File: src/rtl/pfm_pkg.sv
`timescale 1ns / 1ps
// ----------------------------------------------------------------------------
// pfm_pkg: shared types for the Pareto frontier merge block
// Request function codes, controller states and the command / status
// bundles that pass between the controller and the datapath.
// ----------------------------------------------------------------------------
package pfm_pkg;

  // Request function codes; code 3 is unused and ignored
  typedef enum logic [1:0] {
    FUNC_APPEND_A = 2'd0,
    FUNC_APPEND_B = 2'd1,
    FUNC_MERGE    = 2'd2
  } pfm_func_e;

  // Controller states
  typedef enum logic [2:0] {
    ST_IDLE     = 3'd0,
    ST_FETCH    = 3'd1,
    ST_STEP     = 3'd2,
    ST_EMIT_RD  = 3'd3,
    ST_EMIT_OUT = 3'd4
  } pfm_state_e;

  // Controller to datapath commands
  typedef struct packed {
    logic app_a;     // append pair to list A
    logic app_b;     // append pair to list B
    logic merge_ld;  // load walk pointers from the list counts
    logic rd_heads;  // read current tail entry of both lists
    logic step;      // choose one pair, keep it if y rises
    logic emit_ld;   // point emit address at the last kept pair
    logic emit_rd;   // read kept pair at emit address
    logic emit_out;  // move emit address down by one
    logic finish;    // clear both lists and the overflow flag
  } pfm_cmd_t;

  // Datapath to controller status
  typedef struct packed {
    logic lists_done;  // both walk pointers at zero
    logic none_kept;   // no pair kept during the walk
    logic emit_last;   // emit address at the first kept pair
  } pfm_sts_t;

endpackage

File: src/rtl/pfm_ctrl.sv
`timescale 1ns / 1ps
// ----------------------------------------------------------------------------
// pfm_ctrl: controller for the Pareto frontier merge
// Takes requests, sequences the merge walk (fetch, then step) and the kept pair
// read-out, and drives the busy and result strobe outputs.
// ----------------------------------------------------------------------------
module pfm_ctrl
  import pfm_pkg::*;
(
  input  logic       clk_i,
  input  logic       rst_ni,
  input  logic       start_i,
  input  logic [1:0] func_i,
  input  pfm_sts_t   sts_i,
  output pfm_cmd_t   cmd_o,
  output logic       busy_o,
  output logic       strobe_o
);

  pfm_state_e state_q, state_d;

  // State register
  always_ff @(posedge clk_i or negedge rst_ni) begin
    if (!rst_ni) begin
      state_q <= ST_IDLE;
    end else begin
      state_q <= state_d;
    end
  end

  // Next state and commands
  always_comb begin
    state_d = state_q;
    cmd_o   = '0;
    unique case (state_q)
      ST_IDLE: begin
        if (start_i) begin
          unique case (func_i)
            FUNC_APPEND_A: cmd_o.app_a = 1'b1;
            FUNC_APPEND_B: cmd_o.app_b = 1'b1;
            FUNC_MERGE: begin
              cmd_o.merge_ld = 1'b1;
              state_d        = ST_FETCH;
            end
            default: ;
          endcase
        end
      end
      ST_FETCH: begin
        if (!sts_i.lists_done) begin
          cmd_o.rd_heads = 1'b1;
          state_d        = ST_STEP;
        end else if (sts_i.none_kept) begin
          cmd_o.finish = 1'b1;
          state_d      = ST_IDLE;
        end else begin
          cmd_o.emit_ld = 1'b1;
          state_d       = ST_EMIT_RD;
        end
      end
      ST_STEP: begin
        cmd_o.step = 1'b1;
        state_d    = ST_FETCH;
      end
      ST_EMIT_RD: begin
        cmd_o.emit_rd = 1'b1;
        state_d       = ST_EMIT_OUT;
      end
      ST_EMIT_OUT: begin
        if (sts_i.emit_last) begin
          cmd_o.finish = 1'b1;
          state_d      = ST_IDLE;
        end else begin
          cmd_o.emit_out = 1'b1;
          state_d        = ST_EMIT_RD;
        end
      end
      default: state_d = ST_IDLE;
    endcase
  end

  assign busy_o   = (state_q != ST_IDLE);
  assign strobe_o = (state_q == ST_EMIT_OUT);

endmodule

File: config.mk
export PLATFORM = sky130hd
export DESIGN_NAME = pfm_ctrl
export DESIGN_NICKNAME = d
export VERILOG_FILES = /design/src/rtl/pfm_pkg.sv /design/src/rtl/pfm_ctrl.sv
export SDC_FILE = /design/constraint.sdc
export NUM_CORES = 1
export LEC_CHECK = 0
export ABC_AREA = 1
export ABC_CLOCK_PERIOD_IN_PS = 1400
export BUFFER_PORTS_ARGS = -buffer_cell sky130_fd_sc_hd__buf_2
export CAP_MARGIN = 20
export CORE_AREA = 2 2 39 41
export DETAILED_ROUTE_END_ITERATION = 10
export DIE_AREA = 0 0 41 43
export PLACE_DENSITY = 0.38
export SLEW_MARGIN = 20
export SYNTH_ARGS = -nofsm -noshare
export SYNTH_HDL_FRONTEND = slang
export SYNTH_SLANG_ARGS = --single-unit
File: constraint.sdc
create_clock -name clk_i -period 1.4 [get_ports clk_i]
set_clock_uncertainty 0.15 [all_clocks]
set_input_delay 0.14 -clock clk_i [delete_from_list [all_inputs] [get_ports clk_i]]
set_output_delay 0.14 -clock clk_i [all_outputs]
set_load 0.005 [all_outputs]
# After elaboration in Yosys (flattened, before gate mapping)
# Index checks and enable logic that the tools add are counted.
# classes
muxes	24
n_reduce_logical	4
n_eq_ne	8
# ops
cell	n
2-to-1 mux 1 bit	15
2-to-1 mux 3 bit	5
one-hot mux 3 bit (5 select lines)	1
== test 3 x 2 -> 1 bit, second input constant	2
2-to-1 mux 2 bit	2
== test 3 x 1 -> 1 bit, second input constant	1
== test 3 bit, second input constant	1
zero test 3 bit	1
nonzero test 3 bit	1
== test 2 x 1 -> 1 bit, second input constant	1
== test 2 bit, second input constant	1
zero test 2 bit	1
inequality test 2 x 1 -> 1 bit, second input constant	1
inequality test 2 bit, second input constant	1
one-hot mux 1 bit (2 select lines)	1
AND reduction 2 bit	1
# word_totals
regBits	3
inputBits	8
word_cells	37

# Depth between registers and ports, before layout
# Gate-level depths: netlist of the first run.
# depth
depth_word	4
depth_mapped	5
depth_no_buf	5

# Worst setup path after synthesis of the first run
# OpenSTA, ideal clock, no wires.
# synth_timing
kind	register to output
from	reg state_q[0]
to	out cmd_o[6] in the netlist's numbering
path_stages_with_launch	4
arrival_time_ps	855
setup_slack_ps	255
t_required_ps	1110
path_cell_list	dfrtp_1 -> nor2_1 -> nand2_1 -> nor3_1
# synth_lines
element	line	text
start: declaration	pfm_ctrl.sv:20	pfm_state_e state_q, state_d;
start signal: assignment	pfm_ctrl.sv:27	state_q <= state_d;
end: declaration	pfm_ctrl.sv:15	output pfm_cmd_t cmd_o,

==> results.yml, run 1 <==
run_status:
  status: "finished, violations left"
  violations: "setup timing"
critical_path:
  critPathBufInv: 1
  rr_worst_depth: 6
  cp.depth: 4
  max_stage_delay_ns: 0.40
  path_max_fanout: 5
  crit_type: "register to output pin"
  path_cells: "nor2_4, nand2_2, nor3b_2, buf_2"
  worstPathRequired_ns: 1.11
  end_kind: "output pin"
  slowest_stage: "dfrtp_1"
  crit_family: "flip-flops"
  arrival_ns: 1.15
  critPathLaunchType: "register"
drt:
  post_drt_wl_per_cell_um: 7.99
  dr.pass1.iters: 2
  drt_wl_total_um: 647
  route.antenna.remaining_nets: 0
  drt_iter0_drc: 6
  drc_errors: 0
  via_per_inst: 4.01
  vias: 325
global_route:
  first_global_vias: 310
  grt_pass1_wl_um: 959
  grt_max_degree: 6
  antenna_found_initial: 0
  grt_use_total_pct: 8.25
  overflow: 0
sta:
  fin_crit_ns: 1.44
  tns_ns: -0.102
  worst_slack_ns: -0.0391
  clock.fmax_ghz: 0.695
  drv_slew: 0
  period_share_pct: 103
  worst_pin_slew_ns: 0.147
  hold_viol: 0
  slew_headroom_pct: 90.1
  rsz0062_at_grt: "true"
  setup_violations: 5
  fin_hold_ws_ns: 0.0774
final_layout:
  top_register: "state_q"
  area_delta_synth_final_pct: 95.1
  diodes: 0
  fillers: 166
  largest_register_ffs: 3
  final_util_pct: 32.5
  final_cell_count_no_fill: 81
  fin_nets: 74
  largestRegisters: "state_q x3"
  drive_above_1_share_pct: 56.9
  fin_area_sq_um: 449
placed_design:
  hpwlAfterDp_um: 511
  dp.cells: 71
  place_congestion: 0.634
  placed_area_sq_um: 340
  dp_slack_ns: 0.111
  io_buffers: 18
pwr:
  p_leak_nw: 0.272
  power_density_mw_per_mm2: 1760
  p_clk_share_pct: 18.8
  ir_worst_vdd_uv: 609
  internal_power_uw: 448
  power_uw: 790
  switchingPower_uw: 342
  seqPwrFrac_pct: 20.4
  p_comb_share_pct: 60.7
  switching_share_pct: 43.3
yosys:
  yosysUniqueCellTypes: 12
  synthCells: 37
  avgSynthCellArea_sq_um: 6.22
  syn-num-nets: 45
  seq_area_frac_synth_pct: 32.6
  synth-seq-cells: 3
  syn_area_sq_um: 230
  yosys_warnings: 0
hold_path:
  hp-class: "primary input to register"
  min_path_cells: 4
floorplan:
  design.die.area_sq_mm: 0.00176
  core_region_area_sq_mm: 0.00138
  start_util_pct: 16.6
  dieHeight_um: 43
  rows: 14
  chipWidth_um: 41
  io_pins: 19
clock_tree:
  clockRootBuffer: "clkbuf_4"
  cts_made_buffers: 3
  cts_tree: "done"
  cts_sinks: 3
  cts-htree-levels: 1
  clk_latency_ns: 0.23
  cts.clk_slew.worst_paths_ns: 0.04
  cts_buffer_depth: 2
job:
  max_cap_viol_count: 0
-- cell usage after synthesis --
cell | count | area, sq um
inv_2 | 2 | 7.51
o21ai_1 | 1 | 5.00
nand2_1 | 8 | 30.0
nand3_1 | 1 | 5.00
nor2_1 | 7 | 26.3
inv_1 | 7 | 26.3
o22ai_1 | 1 | 6.26
nor2_2 | 1 | 6.26
dfrtp_1 | 3 | 75.1
nand3_2 | 1 | 10.0
nor3_1 | 4 | 20.0
nor3b_2 | 1 | 12.5
-- power by group through the flow --
stage | sequential, mW | combinational (mW) | clock, mW
after global routing | 0.169 | 0.544 | 0.161
final | 0.161 | 0.480 | 0.149
after CTS | 0.150 | 0.404 | 0.156
after floorplan | 0.151 | 0.211 | 0
after global placement | 0.156 | 0.336 | 0
after detailed placement | 0.156 | 0.335 | 0
-- final cells by class --
type,count,area [sq um],area share [%]
clock buffers,4,26.3,5.85
flip-flops and latches,3,75.1,16.7
multi-input cells,25,154,34.3
repair buffers,24,138,30.6
inverters,9,36.3,8.08
well taps,16,20.0,4.46
-- cells by family after synthesis --
| logic type | after synthesis | synth area share (%) |
|---|---|---|
| compound gates | 2 | 4.89 |
| simple gates | 23 | 47.8 |
| flops | 3 | 32.6 |
| buf+inv | 9 | 14.7 |
-- cell usage in the layout, fill, tap and decap left out, types with 2 or more instances in the layout --
cell type and count:
nor2_1 5, dfrtp_1 3, buf_2 18, nand2_1 6, nand2_2 2, inv_2 2
nor3_1 4, clkbuf_4 3, buf_4 5, nor2_4 2, inv_1 6
-- worst reg2reg max path, stage by stage, from the launching register on --
cell and delay (ns):
dfrtp_1 0.40, buf_4 0.17, nand3_4 0.11, nor2_4 0.05
buf_4 0.12, nor2_1 0.09, nor2_1 0.04
-- path summary, 6_finish.rpt --
check                                 from         end  slack [ns]
worst max-delay path            state_q[0]    cmd_o[7]       -0.04
worst min-delay path              sts_i[1]  state_q[1]        0.08
worst max register to register  state_q[0]  state_q[0]        0.17
worst min register to register  state_q[2]  state_q[2]        0.42
max in group asynchronous           rst_ni  state_q[1]        0.91
min in group asynchronous           rst_ni  state_q[0]        0.09
-- timing repair --
item,4_1_cts,5_1_grt
pin swaps,2,1
resized for setup,3,7
hold buffers,1,0
setup buffers,3,2
endpoints found under the setup margin,6,8
hold endpoints to repair,3,0
gates cloned,0,0
-- metal layers --
metal	track usage [%]	up-vias	part of all wire, %
li1	-	168	-
met1	6.47	149	33
met2	14.7	8	62
met3	0	0	4.9
met4	10.0	0	0
met5	0	-	0
Power figures use the tool's default switching activity.
==> run 2: changes to the inputs <==
Settings changed: RECOVER_POWER set to 25.
==> results.yml, run 2 (synthesis results as in run 1) <==
placed_design:
  dp_slack_ns: 0.111
  place_congestion: 0.634
  placed_area_sq_um: 340
  hpwlAfterDp_um: 511
  io_buffers: 18
critical_path:
  crit_family: "flip-flops"
  critPathBufInv: 1
  rr_worst_depth: 6
  arrival_ns: 1.15
  max_stage_delay_ns: 0.40
  worstPathRequired_ns: 1.11
  crit_type: "register to output pin"
  critPathLaunchType: "register"
  path_cells: "nor2_4, nand2_2, nor3b_2, buf_2"
  cp.depth: 4
  path_max_fanout: 5
  slowest_stage: "dfrtp_1"
  end_kind: "output pin"
final_layout:
  area_delta_synth_final_pct: 94.6
  final_common_cell: "buf_2"
  fin_nets: 74
  mostFrequentLayoutCells: "buf_2, inv_1, nand2_1"
  top_register: "state_q"
  drive_above_1_share_pct: 55.4
  fin_area_sq_um: 448
  fillers: 167
  diodes: 0
  final_util_pct: 32.4
  largestRegisters: "state_q x3"
  largest_register_ffs: 3
pwr:
  power_uw: 789
  power_density_mw_per_mm2: 1760
  ir_worst_vdd_uv: 609
  p_leak_nw: 0.269
drt:
  via_per_inst: 4.00
  drc_errors: 0
  dr.pass1.iters: 2
  drt_iter0_drc: 6
  post_drt_wl_per_cell_um: 8.01
  drt_wl_total_um: 649
  vias: 324
  route.antenna.remaining_nets: 0
floorplan:
  chipWidth_um: 41
  start_util_pct: 16.6
  io_pins: 19
  dieHeight_um: 43
  rows: 14
  design.die.area_sq_mm: 0.00176
  core_region_area_sq_mm: 0.00138
clock_tree:
  clockRootBuffer: "clkbuf_4"
  clk_latency_ns: 0.23
  cts_tree: "done"
  cts-htree-levels: 1
  cts_buffer_depth: 2
  cts_made_buffers: 3
  cts_sinks: 3
  cts.clk_slew.worst_paths_ns: 0.04
hold_path:
  hp-class: "primary input to register"
  min_path_cells: 4
global_route:
  overflow: 0
  grt_max_degree: 6
  first_global_vias: 310
  antenna_found_initial: 0
  grt_use_total_pct: 8.25
  grt_pass1_wl_um: 959
sta:
  slew_headroom_pct: 90.1
  clock.fmax_ghz: 0.695
  fin_crit_ns: 1.44
  tns_ns: -0.102
  rsz0062_at_grt: "true"
  setup_violations: 5
  worst_slack_ns: -0.0391
  period_share_pct: 103
  drv_slew: 0
  hold_viol: 0
  worst_pin_slew_ns: 0.148
run_status:
  violations: "setup timing"
  status: "finished, violations left"
job:
  max_cap_viol_count: 0
run 2: worst register-to-register path, cell delays in order (launching register included):
cell and delay, ns:
dfrtp_1 0.40, buf_4 0.17, nand3_4 0.11, nor2_4 0.05
buf_4 0.12, nor2_1 0.09, nor2_1 0.04
run 2: where the power goes:
part / internal, mW / switching (mW)
Combinational: 0.217 / 0.262
Clock: 0.107 / 0.0422
Sequential: 0.124 / 0.0377
Total: 0.447 / 0.342
run 2: final cells by class:
class,instances,area [sq um],area share [%]
Timing Repair Buffer,24,136,30.4
Multi-Input combinational cell,25,154,34.4
Sequential cell,3,75.1,16.8
Inverter,9,36.3,8.10
Clock buffer,4,26.3,5.87
Tap cell,16,20.0,4.47
run 2: per-layer routing:
layer / track usage (%) / routed length, um / vias up
li1: - / - / 168
met2: 14.7 / 400 / 8
met4: 10.0 / 0 / 0
met1: 6.47 / 217 / 148
met3: 0 / 32 / 0
met5: 0 / 0 / -
run 2: final timing paths:
path | start | endpoint | slack [ns]
max | state_q[0] | cmd_o[7] | -0.04
min | sts_i[1] | state_q[1] | 0.08
max reg2reg | state_q[0] | state_q[0] | 0.17
min reg2reg | state_q[2] | state_q[2] | 0.42
max in group asynchronous | rst_ni | state_q[2] | 0.85
min in group asynchronous | rst_ni | state_q[0] | 0.10
run 2: what timing repair did:
item	4_1_cts	5_1_grt
hold buffers	1	0
pin swaps	2	1
buffers inserted	3	2
resized for setup	3	7
setup endpoints to repair	6	8
endpoints found under the hold margin	3	0
run 2: stage by stage:
step                hold slack, ns  std cells
floorplan                   -0.306         37
global placement            -0.213         71
detailed placement          -0.214         71
CTS                         0.0790         79
global route                0.0994         81
finish                      0.0773         81
